### src/design/itrd_pkg.sv
// ----------------------------------------------------------------------------
// itrd_pkg: shared constants, types and functions
// Widths, digit store geometry and the ASCII glyph table for the radix
// converter.
// ----------------------------------------------------------------------------
package itrd_pkg;

	localparam int ITRD_VALUE_WIDTH = 64;
	localparam int VALUE_FIELD_W    = 64;
	localparam int RADIX_W          = 5;
	localparam int DIGIT_W          = 4;
	localparam int CHAR_W           = 7;
	localparam int STORE_DEPTH      = 64;
	localparam int ADDR_W           = $clog2(STORE_DEPTH);
	localparam int CNT_W            = ADDR_W + 1;
	localparam int STEPS_PER_CYCLE  = 8;
	localparam int Q_DEPTH          = 2;

	localparam logic [RADIX_W-1:0] RADIX_RESET = RADIX_W'(10);
	localparam logic [RADIX_W-1:0] RADIX_MIN   = RADIX_W'(2);
	localparam logic [RADIX_W-1:0] RADIX_MAX   = RADIX_W'(16);

	localparam logic [CHAR_W-1:0] GLYPHS [16] = '{
		7'h30, 7'h31, 7'h32, 7'h33, 7'h34, 7'h35, 7'h36, 7'h37,
		7'h38, 7'h39, 7'h41, 7'h42, 7'h43, 7'h44, 7'h45, 7'h46
	};

	// Queue status seen by both sides
	typedef struct packed {
		logic full;
		logic empty;
	} q_stat_t;

	function automatic logic [CHAR_W-1:0] glyph(input logic [DIGIT_W-1:0] d);
		return GLYPHS[d];
	endfunction

endpackage

### src/design/itrd_front.sv
// ----------------------------------------------------------------------------
// itrd_front: command front end
// Holds the radix register, accepts items, saturates the base, masks the
// value and flags zero, then pushes the classified item into the queue.
// ----------------------------------------------------------------------------
module itrd_front
	import itrd_pkg::*;
#(
	parameter int VALUE_WIDTH = ITRD_VALUE_WIDTH
) (
	input  logic                         clk,
	input  logic                         arst_n,
	input  logic                         start,
	input  logic [VALUE_FIELD_W-1:0]     value,
	input  logic                         radix_we,
	input  logic [RADIX_W-1:0]           radix_wdata,
	input  q_stat_t                      q_stat,
	output logic                         busy,
	output logic                         push,
	output logic [VALUE_WIDTH+RADIX_W:0] push_data
);

	logic [RADIX_W-1:0]     radix_q;
	logic [RADIX_W-1:0]     base;
	logic [VALUE_WIDTH-1:0] masked;
	logic                   is_zero;

	always_ff @(posedge clk or negedge arst_n) begin
		if (!arst_n) begin
			radix_q <= RADIX_RESET;
		end else if (radix_we) begin
			radix_q <= radix_wdata;
		end
	end

	always_comb begin
		priority if (radix_q < RADIX_MIN) begin
			base = RADIX_MIN;
		end else if (radix_q > RADIX_MAX) begin
			base = RADIX_MAX;
		end else begin
			base = radix_q;
		end
	end

	assign masked    = value[VALUE_WIDTH-1:0];
	assign is_zero   = (masked == '0);
	assign busy      = q_stat.full;
	assign push      = start && !q_stat.full;
	assign push_data = {is_zero, base, masked};

endmodule

### src/design/itrd_queue.sv
// ----------------------------------------------------------------------------
// itrd_queue: short command queue
// Small FIFO between front end and conversion engine.
// ----------------------------------------------------------------------------
module itrd_queue
	import itrd_pkg::*;
#(
	parameter int WIDTH = ITRD_VALUE_WIDTH + RADIX_W + 1
) (
	input  logic             clk,
	input  logic             arst_n,
	input  logic             push,
	input  logic [WIDTH-1:0] push_data,
	input  logic             pop,
	output logic [WIDTH-1:0] pop_data,
	output q_stat_t          q_stat
);

	localparam int PTR_W = $clog2(Q_DEPTH);
	localparam int QC_W  = PTR_W + 1;

	logic [WIDTH-1:0] slot_q [Q_DEPTH];
	logic [PTR_W-1:0] wr_ptr_q;
	logic [PTR_W-1:0] rd_ptr_q;
	logic [QC_W-1:0]  count_q;
	logic             do_push;
	logic             do_pop;

	assign do_push = push && (count_q != QC_W'(Q_DEPTH));
	assign do_pop  = pop && (count_q != '0);

	always_ff @(posedge clk) begin
		if (do_push) begin
			slot_q[wr_ptr_q] <= push_data;
		end
	end

	always_ff @(posedge clk or negedge arst_n) begin
		if (!arst_n) begin
			wr_ptr_q <= '0;
			rd_ptr_q <= '0;
			count_q  <= '0;
		end else begin
			if (do_push) begin
				wr_ptr_q <= wr_ptr_q + PTR_W'(1);
			end
			if (do_pop) begin
				rd_ptr_q <= rd_ptr_q + PTR_W'(1);
			end
			unique case ({do_push, do_pop})
				2'b10:   count_q <= count_q + QC_W'(1);
				2'b01:   count_q <= count_q - QC_W'(1);
				default: count_q <= count_q;
			endcase
		end
	end

	assign pop_data     = slot_q[rd_ptr_q];
	assign q_stat.full  = (count_q == QC_W'(Q_DEPTH));
	assign q_stat.empty = (count_q == '0);

endmodule

### src/design/itrd_back.sv
// ----------------------------------------------------------------------------
// itrd_back: conversion engine
// Divides by the base eight quotient bits a cycle, stores each remainder,
// then streams the stored digits out most significant first as ASCII.
// ----------------------------------------------------------------------------
module itrd_back
	import itrd_pkg::*;
#(
	parameter int VALUE_WIDTH = ITRD_VALUE_WIDTH
) (
	input  logic                         clk,
	input  logic                         arst_n,
	input  q_stat_t                      q_stat,
	input  logic [VALUE_WIDTH+RADIX_W:0] pop_data,
	output logic                         pop,
	output logic                         strobe,
	output logic [CHAR_W-1:0]            char_code,
	output logic                         last
);

	localparam int DIV_W   = ((VALUE_WIDTH + STEPS_PER_CYCLE - 1) / STEPS_PER_CYCLE)
	                         * STEPS_PER_CYCLE;
	localparam int DIV_CYC = DIV_W / STEPS_PER_CYCLE;
	localparam int CYC_W   = (DIV_CYC > 1) ? $clog2(DIV_CYC) : 1;

	typedef enum logic [1:0] {
		ST_IDLE,
		ST_DIV,
		ST_EMIT
	} state_t;

	state_t             state_q;
	logic [DIV_W-1:0]   quo_q;
	logic [RADIX_W-1:0] rem_q;
	logic [RADIX_W-1:0] base_q;
	logic [CYC_W-1:0]   cyc_q;
	logic [CNT_W-1:0]   count_q;
	logic [ADDR_W-1:0]  idx_q;
	logic [DIGIT_W-1:0] rd_data_q;
	logic               rd_vld_q;
	logic               rd_last_q;

	logic [DIGIT_W-1:0] store [STORE_DEPTH];

	logic [DIV_W-1:0]   quo_nx;
	logic [RADIX_W-1:0] rem_nx;
	logic               wr_en;
	logic [ADDR_W-1:0]  wr_addr;
	logic [DIGIT_W-1:0] wr_data;
	logic               in_zero;
	logic [RADIX_W-1:0] in_base;
	logic [VALUE_WIDTH-1:0] in_value;

	assign {in_zero, in_base, in_value} = pop_data;

	// Eight restoring-division steps on the narrow remainder
	always_comb begin
		quo_nx = quo_q;
		rem_nx = rem_q;
		for (int i = 0; i < STEPS_PER_CYCLE; i++) begin
			rem_nx = {rem_nx[RADIX_W-2:0], quo_nx[DIV_W-1]};
			quo_nx = {quo_nx[DIV_W-2:0], 1'b0};
			if (rem_nx >= base_q) begin
				rem_nx    = rem_nx - base_q;
				quo_nx[0] = 1'b1;
			end
		end
	end

	assign pop = (state_q == ST_IDLE) && !q_stat.empty;

	always_comb begin
		wr_en   = 1'b0;
		wr_addr = count_q[ADDR_W-1:0];
		wr_data = rem_nx[DIGIT_W-1:0];
		if (pop && in_zero) begin
			wr_en   = 1'b1;
			wr_addr = '0;
			wr_data = '0;
		end else if (state_q == ST_DIV && cyc_q == CYC_W'(DIV_CYC - 1)) begin
			wr_en = 1'b1;
		end
	end

	always_ff @(posedge clk) begin
		if (wr_en) begin
			store[wr_addr] <= wr_data;
		end
		if (state_q == ST_EMIT) begin
			rd_data_q <= store[idx_q];
		end
	end

	always_ff @(posedge clk or negedge arst_n) begin
		if (!arst_n) begin
			state_q   <= ST_IDLE;
			quo_q     <= '0;
			rem_q     <= '0;
			base_q    <= RADIX_RESET;
			cyc_q     <= '0;
			count_q   <= '0;
			idx_q     <= '0;
			rd_vld_q  <= 1'b0;
			rd_last_q <= 1'b0;
		end else begin
			rd_vld_q  <= 1'b0;
			rd_last_q <= 1'b0;
			unique case (state_q)
				ST_IDLE: begin
					if (pop) begin
						base_q  <= in_base;
						quo_q   <= DIV_W'(in_value);
						rem_q   <= '0;
						cyc_q   <= '0;
						if (in_zero) begin
							count_q <= CNT_W'(1);
							idx_q   <= '0;
							state_q <= ST_EMIT;
						end else begin
							count_q <= '0;
							state_q <= ST_DIV;
						end
					end
				end
				ST_DIV: begin
					if (cyc_q == CYC_W'(DIV_CYC - 1)) begin
						count_q <= count_q + CNT_W'(1);
						quo_q   <= quo_nx;
						rem_q   <= '0;
						cyc_q   <= '0;
						if (quo_nx == '0 || count_q == CNT_W'(STORE_DEPTH - 1)) begin
							idx_q   <= count_q[ADDR_W-1:0];
							state_q <= ST_EMIT;
						end
					end else begin
						quo_q <= quo_nx;
						rem_q <= rem_nx;
						cyc_q <= cyc_q + CYC_W'(1);
					end
				end
				ST_EMIT: begin
					rd_vld_q  <= 1'b1;
					rd_last_q <= (idx_q == '0);
					idx_q     <= idx_q - ADDR_W'(1);
					if (idx_q == '0) begin
						state_q <= ST_IDLE;
					end
				end
				default: state_q <= ST_IDLE;
			endcase
		end
	end

	assign strobe    = rd_vld_q;
	assign char_code = glyph(rd_data_q);
	assign last      = rd_vld_q && rd_last_q;

endmodule

### src/design/integer_to_radix_digits.sv
// ----------------------------------------------------------------------------
// integer_to_radix_digits: unsigned integer to ASCII digits
// Converts one unsigned value per item into its digits in base 2..16,
// emitted most significant first with a flag on the final digit.
// ----------------------------------------------------------------------------
// An item is taken on a clock edge with start high and busy low; only the
// low VALUE_WIDTH bits of value count. The base comes from the radix
// register (reset 10, written with radix_we); 0 and 1 act as 2, 17..31 as
// 16. Write radix only while nothing is in flight. Each digit leaves as one
// single-cycle strobe with its ASCII code ('0'-'9', 'A'-'F'); last marks the
// least significant digit, and a zero value gives the single digit '0'. The
// digits of one item come on consecutive cycles and cannot be stalled, so
// the receiver must take every strobe. The divider retires eight quotient
// bits a cycle and stores each remainder in the digit store; once all
// digits of an item are stored, they stream out of that store. The engine
// is back in idle when the last digit is presented, so it can take the next
// queued item while that digit is out. A two-entry queue in front of the
// engine lets up to two more items wait; busy is high while that queue is
// full. No clearing pass is needed after reset.
// ----------------------------------------------------------------------------
module integer_to_radix_digits
	import itrd_pkg::*;
#(
	parameter int VALUE_WIDTH = ITRD_VALUE_WIDTH
) (
	input  logic                     clk,
	input  logic                     arst_n,
	input  logic                     start,
	output logic                     busy,
	input  logic [VALUE_FIELD_W-1:0] value,
	input  logic                     radix_we,
	input  logic [RADIX_W-1:0]       radix_wdata,
	output logic                     strobe,
	output logic [CHAR_W-1:0]        char_code,
	output logic                     last
);

	localparam int CMD_W = VALUE_WIDTH + RADIX_W + 1;

	q_stat_t          q_stat;
	logic             push;
	logic             pop;
	logic [CMD_W-1:0] push_data;
	logic [CMD_W-1:0] pop_data;

	// Accept and classify: saturate base, mask value, flag zero
	itrd_front #(
		.VALUE_WIDTH(VALUE_WIDTH)
	) u_front (
		.clk        (clk),
		.arst_n     (arst_n),
		.start      (start),
		.value      (value),
		.radix_we   (radix_we),
		.radix_wdata(radix_wdata),
		.q_stat     (q_stat),
		.busy       (busy),
		.push       (push),
		.push_data  (push_data)
	);

	// Hold classified items until the engine is free
	itrd_queue #(
		.WIDTH(CMD_W)
	) u_queue (
		.clk      (clk),
		.arst_n   (arst_n),
		.push     (push),
		.push_data(push_data),
		.pop      (pop),
		.pop_data (pop_data),
		.q_stat   (q_stat)
	);

	// Divide, store digits, stream them out
	itrd_back #(
		.VALUE_WIDTH(VALUE_WIDTH)
	) u_back (
		.clk      (clk),
		.arst_n   (arst_n),
		.q_stat   (q_stat),
		.pop_data (pop_data),
		.pop      (pop),
		.strobe   (strobe),
		.char_code(char_code),
		.last     (last)
	);

endmodule

### config.mk
export PLATFORM = sky130hd
export DESIGN_NAME = integer_to_radix_digits
export DESIGN_NICKNAME = d
export VERILOG_FILES = /design/src/design/itrd_pkg.sv /design/src/design/itrd_front.sv /design/src/design/itrd_queue.sv /design/src/design/itrd_back.sv /design/src/design/integer_to_radix_digits.sv
export SDC_FILE = /design/constraint.sdc
export NUM_CORES = 1
export LEC_CHECK = 0
export BUFFER_PORTS_ARGS = -buffer_cell sky130_fd_sc_hd__buf_2
export CAP_MARGIN = 5
export CELL_PAD_IN_SITES_DETAIL_PLACEMENT = 0
export CELL_PAD_IN_SITES_GLOBAL_PLACEMENT = 1
export CORE_ASPECT_RATIO = 0.9
export CORE_MARGIN = 5
export CORE_UTILIZATION = 41
export CTS_BUF_LIST = sky130_fd_sc_hd__clkbuf_2 sky130_fd_sc_hd__clkbuf_4 sky130_fd_sc_hd__clkbuf_8
export DETAILED_ROUTE_END_ITERATION = 10
export GPL_TIMING_DRIVEN = 1
export PLACE_DENSITY_LB_ADDON = 0.1
export SLEW_MARGIN = 20
export SYNTH_ARGS = -nofsm -noshare
export SYNTH_HDL_FRONTEND = slang
export SYNTH_HIERARCHICAL = 1
export SYNTH_SLANG_ARGS = --single-unit
### constraint.sdc
create_clock -name clk -period 16.3 [get_ports clk]
set_input_delay 2.445 -clock clk [delete_from_list [all_inputs] [get_ports clk]]
set_output_delay 2.445 -clock clk [all_outputs]
set_load 0.05 [all_outputs]
## After elaboration in Yosys (flattened, before gate mapping)

Memories as Yosys holds them, arrays and structs flattened. A register that Yosys moved wholly into a read port is not among the register bits.
Cells that the tools add are included.

- $add $sub $neg: 15
- Magnitude comparators: 11
- Equality and inequality tests: 13
- Mux-type cells: 54
- Bitwise operators: 1
- Reduce and logical (&&, ||, !) cells: 24

Operators by type and width:

| operator | number |
|---|---|
| $logic_not A64 Y1 | 2 |
| $pmux W64 S2 | 1 |
| $mux W64 | 1 |
| $mux W4 | 11 |
| $ge A5 B5 Y1 | 8 |
| $sub A4 B4 Y4 | 8 |
| $mux W6 | 5 |
| $mux W7 | 4 |
| $pmux W6 S3 | 1 |
| $mux W1 | 17 |
| $pmux W7 S2 | 1 |
| $mux W2 | 5 |
| $mux W5 | 2 |
| $ne A2 B2 Y1 const B | 5 |
| $pmux W4 S2 | 1 |
| $add A7 B1 Y7 const B | 1 |
| $eq A7 B6 Y1 const B | 1 |
| $logic_and A1 B1 Y1 | 7 |
| $eq A2 B2 Y1 const B | 3 |
| $logic_not A6 Y1 | 1 |
| $mux W3 | 2 |
| $pmux W2 S3 | 1 |
| $pmux W3 S2 | 1 |
| $reduce_bool A2 Y1 | 3 |
| other kinds (21) | 26 |

- Bits in registers: 102
- Memory bits (writable): 396
- Bits in read-only memories: 112
- Input port bits: 73
- Output and inout port bits: 10
- Logic and storage cells: 134
- Memories kept: 3

Memories:

| name | words | bits a word | rd ports | clocked after memory_dff | write ports | line | text |
|---|---|---|---|---|---|---|---|
| u_back.store | 64 | 4 | 1 | 1 | 1 | itrd_back.sv:43 | `logic [DIGIT_W-1:0] store [STORE_DEPTH];` |
| u_queue.slot_q | 2 | 70 | 1 | 0 | 1 | itrd_queue.sv:22 | `logic [WIDTH-1:0] slot_q [Q_DEPTH];` |
| (name not given) | 16 | 7 | 1 | 0 | 0 | itrd_pkg.sv:35 | `return GLYPHS[d];` |

## Longest topological paths before layout

- Word-level depth: 21
- Mapped depth: 50

## Hierarchy

The synthesis kept the hierarchy.

By module, submodules not included:

| module | instances | cells each | area each (um^2) | sequential area each (um^2) |
|---|---|---|---|---|
| itrd_back | 1 | 1165 | 16613.4 | 10137.2 |
| itrd_queue | 1 | 236 | 5599.1 | 4304.1 |
| itrd_front | 1 | 106 | 869.6 | 127.6 |

## Worst setup path before layout

No wires, ideal clock.

- Kind: flip-flop to flip-flop
- From: reg u_back.base_q[1]
- To: mem u_back.store[0][1], data pin
- Library setup time: 0.499 ns
- Data arrival time: 11.872 ns
- Required time: 15.801 ns
- Setup slack: 3.929 ns
- Stages on the path, launching flop included: 43
- Period minus slack after synthesis: 12.371 ns
- Cell sequence: dfstp_2 -> inv_1 -> ha_1 -> a31oi_1 -> o21ai_1 -> mux2_2 -> ha_1 -> a21o_1 -> a31oi_1 -> o21ai_1 -> mux2_2 -> inv_1 -> ha_1 -> a21o_1 -> a31oi_1 -> o21ai_1 -> mux2_2 -> inv_1 -> [7 not listed] -> a31oi_1 -> o21a_1 -> mux2i_1 -> ha_1 -> a21o_1 -> a31oi_1 -> o21ai_1 -> a211o_1 -> a21boi_0 -> ha_1 -> nor2_1 -> o31ai_1 -> mux2_2 -> ha_1 -> nand2_1 -> o31ai_1 -> mux2_2 -> nor2_1

- Word-level cells in the longest chain between the ends: 17
- Elaborated cells between the ends (all ways): 25
- Classes of those cells: 8 x add/sub; 8 x order compare; 9 x mux

RTL lines:

| item | line | text |
|---|---|---|
| start: declaration | itrd_back.sv:35 | `logic [RADIX_W-1:0] base_q;` |
| start signal: assignment | itrd_back.sv:111 | `base_q <= in_base;` |
| $sub A4 B4 Y4 / $ge A5 B5 Y1 (equally long branches) | itrd_back.sv:64, itrd_back.sv:63 |  |
| $mux W4 | itrd_back.sv:63 | `if (rem_nx >= base_q) begin` |
| $sub A4 B4 Y4 / $ge A5 B5 Y1 (equally long branches) | itrd_back.sv:64, itrd_back.sv:63 |  |
| $mux W4 | itrd_back.sv:63 |  |
| $sub A4 B4 Y4 / $ge A5 B5 Y1 (equally long branches) | itrd_back.sv:64, itrd_back.sv:63 |  |
| $mux W4 | itrd_back.sv:63 |  |
| $ge A5 B5 Y1 / $sub A4 B4 Y4 (equally long branches) | itrd_back.sv:63, itrd_back.sv:64 |  |
| $mux W4 | itrd_back.sv:63 |  |
| [2 not listed] | n/a |  |
| $sub A4 B4 Y4 / $ge A5 B5 Y1 (equally long branches) | itrd_back.sv:64, itrd_back.sv:63 |  |
| $mux W4 | itrd_back.sv:63 |  |
| $ge A5 B5 Y1 / $sub A4 B4 Y4 (equally long branches) | itrd_back.sv:63, itrd_back.sv:64 |  |
| $mux W4 | itrd_back.sv:63 |  |
| $sub A4 B4 Y4 / $ge A5 B5 Y1 (equally long branches) | itrd_back.sv:64, itrd_back.sv:63 |  |
| $mux W4 * | itrd_back.sv:63 |  |
| $mux W4 * | itrd_back.sv:76 | `if (pop && in_zero) begin` |
| net u_back.wr_data[1] | itrd_back.sv:49 | `logic [DIGIT_W-1:0] wr_data;` |
| end: declaration | itrd_back.sv:43 |  |

The timed path passes the listed nets; every way through them passes the cells marked *.

## Final worst setup path

- From: reg u_back.base_q[1]
- To: mem u_back.store[36][0], data pin

- Word-level cells in the longest chain between the ends: 17
- Elaborated cells between the ends (all ways): 24
- Classes of those cells: 7 x add/sub; 8 x order compare; 9 x mux

RTL lines:

| item | line |
|---|---|
| $sub A4 B4 Y4 / $ge A5 B5 Y1 (equally long branches) | itrd_back.sv:64, itrd_back.sv:63 |
| $mux W4 | itrd_back.sv:63 |
| $sub A4 B4 Y4 / $ge A5 B5 Y1 (equally long branches) | itrd_back.sv:64, itrd_back.sv:63 |
| $mux W4 | itrd_back.sv:63 |
| $sub A4 B4 Y4 / $ge A5 B5 Y1 (equally long branches) | itrd_back.sv:64, itrd_back.sv:63 |
| $mux W4 | itrd_back.sv:63 |
| $ge A5 B5 Y1 / $sub A4 B4 Y4 (equally long branches) | itrd_back.sv:63, itrd_back.sv:64 |
| $mux W4 | itrd_back.sv:63 |
| [2 not listed] | n/a |
| $sub A4 B4 Y4 / $ge A5 B5 Y1 (equally long branches) | itrd_back.sv:64, itrd_back.sv:63 |
| $mux W4 | itrd_back.sv:63 |
| $sub A4 B4 Y4 / $ge A5 B5 Y1 (equally long branches) | itrd_back.sv:64, itrd_back.sv:63 |
| $mux W4 | itrd_back.sv:63 |
| $ge A5 B5 Y1 * | itrd_back.sv:63 |
| $mux W4 * | itrd_back.sv:63 |
| $mux W4 * | itrd_back.sv:76 |
| net u_back.wr_data[0] | itrd_back.sv:49 |

Marks and branches as above.

==> results.ini <==
[status]
status=finished, final reports clean

[synthesis]
ys.warnings.count=6
synthTopCellsByCount=400 x edfxtp_1, 113 x nand2_1, 98 x dfrtp_1, 90 x nor2_1
synth_cells=1507
synth_top_family_by_area=multiplexers
synthSimpleGateAreaFrac_pct=6.36
synth_flop_cell=edfxtp_1
seq_area_frac_synth_pct=63.1
synth_seq_cells=502
syn_avg_cell_area_um2=15.3
synth_edf_count=400
async_flop_share_pct=20.3
synth_compound_area_share_pct=4.48
synth-xor-area-share_pct=0.873
synth_top_area_share_pct=52.0
synth.most_common_cell=edfxtp_1
yosysTopAreaCell=edfxtp_1
synthTopCellsByArea=edfxtp_1 52%, dfrtp_1 11%, mux4_2 8.2%, mux2_4 4.5%, mux2i_1 3.2%
synth_fa_ha_area_share_pct=3.46
ys_types=52
syn_nets=1639
syn_area_um2=23100
synthMuxAreaShare_pct=17.1

[worst_setup_path]
path_class=flop to flop
worst_path_largest_cell_delay_ns=0.83
crit_top_cell=ha_1
rrSetupSlack_ns=2.66
end_kind=flop
crit_slowest_cell=o31ai_1
required_ns=16.74
start_kind=flop
arrival_ns=14.08
path_max_fanout=33

[cts]
post-cts-setup-buffer-count=0
clkLatencyLatePin_ns=0.67
clkTransAtPathRegs_ns=0.06
cts_buffer_depth=3
cts_hold_buf=0
cts_resized=0
htree_levels=3
cts_tree=yes
cts-root-buf=clkbuf_8
cts_buffers=87
cts_sinks=502

[place]
gp_congestion=0.741
hpwl_um=33800
port_buffers=82

[sta]
setup_violations=0
tns_ns=0
hold_viol_final=0
post-route-period-util_pct=83.7
worst_pin_slew_ns=1.04
finClkSkew_ns=0.0255
final-max-slew-violation-count=0
worst_hold_slack_ns=0.478
fmax_mhz=73.3
slew_headroom_pct=30.4
rsz0062_at_grt=false
min_period_ns=13.64

[route]
via_count=12300
finalWirelength_um=50700
drc=0
drtAntennaViolNets=0
drt_iter0_markers=898
drt-vias-per-instance=5.15
post_drt_wl_per_cell_um=21.2
dr.pass1.iters=5

[floorplanning]
die_height_um=235
core_um2=55700
die_w_um=260
start_util_pct=41.4
die_area_um2=61100
io_pins=83
row_count=82

[finish]
final_util_pct=45.9
syn_to_final_growth_pct=10.7
nFillCells=4929
fin_nets=1691
drive_gt1_share_pct=27.1

[global_route]
grt_max_degree=129
grt_usage_pct=16.7
grt_overflow=0
antenna_found_initial=1
first_global_vias=13000
grt_pass1_wl_um=78700

[job]
drv_cap=0

[hold_path]
min_path_type=flop to flop

-- layer usage --
layer	up-vias	part of all wire [%]	track usage (%)
li1	5800	-	-
met1	6185	45	22.8
met2	224	49	27.6
met3	91	3.7	3.47
met4	0	2.2	4.59
met5	-	0	0
-- state kept, by name, indices dropped and copies added, names as in the netlist --
register,cells
u_back/store,256
u_queue/slot_q,140
u_back/quo_q,64
u_back/count_q,7
u_back/idx_q,6
u_back/base_q,5
u_front/radix_q,5
u_back/rd_data_q,4
u_back/rem_q,4
u_back/cyc_q,3
u_back/state_q,2
u_queue/count_q,2
u_back/rd_last_q,1
u_back/strobe,1
u_queue/rd_ptr_q,1
u_queue/wr_ptr_q,1
-- final cells by class --
type | instances | area, um^2 | share of cell area [%]
Antenna cell | 1 | 2.50 | 0.00979
Clock buffer | 119 | 1480 | 5.80
Clock inverter | 44 | 325 | 1.27
Inverter | 39 | 146 | 0.573
Multi-Input combinational cell | 830 | 7510 | 29.4
Sequential cell | 502 | 14600 | 57.0
Tap cell | 756 | 946 | 3.70
Timing Repair Buffer | 99 | 568 | 2.22
-- worst max-delay path, delay by kind of cell (launching register included) --
family	cells	cell delay, ns
buffers and inverters	5	0.99
and+or+nand+nor	3	0.80
muxes	5	1.95
DFF	1	0.76
AOI/OAI and AO/OA	24	6.47
adders and majority gates	8	2.42
-- metrics by stage --
step,cell area (um^2),std cells,setup slack [ns]
finish,25600,2390,2.66
detailed placement,23700,2226,2.63
CTS,25500,2389,2.55
global route,25600,2390,1.29
floorplan,23100,1507,3.93
global placement,23700,2225,2.73
-- final timing paths --
| path | from | endpoint | cells after the start |
|---|---|---|---|
| max | u_back/base_q[1] | u_back/store[36][0] | 45 |
| min | u_back/quo_q[60] | u_back/quo_q[60] | 2 |
| max reg2reg | u_back/base_q[1] | u_back/store[36][0] | 45 |
| min reg2reg | u_back/quo_q[60] | u_back/quo_q[60] | 2 |
| max in group asynchronous | arst_n | u_back/idx_q[0] | 2 |
| min in group asynchronous | arst_n | u_back/quo_q[48] | 1 |
-- cells in the final DEF, fill, tap and decap left out, types with 17 or more instances in the layout --
master / instances
mux2_4: 69
a21o_1: 17
dfrtp_1: 95
a21oi_1: 25
xnor2_1: 18
mux2i_1: 73
clkinv_1: 17
o21ai_0: 83
o21ai_1: 17
mux2_2: 26
nand2_1: 113
buf_2: 81
inv_1: 39
clkbuf_8: 94
edfxtp_1: 400
mux4_2: 84
ha_1: 50
nor2_1: 86
nor4_1: 35
clkbuf_4: 25
-- kinds of logic after synthesis --
logic type / Yosys count
buffers and inverters: 175
muxes: 252
DFF: 502
adders and majority gates: 59
and+or+nand+nor: 316
AOI/OAI and AO/OA: 180
xor gates and xnor gates: 23
Power is not shown: default switching activity piles up to over one toggle a cycle in this logic, so the estimate is an artifact.
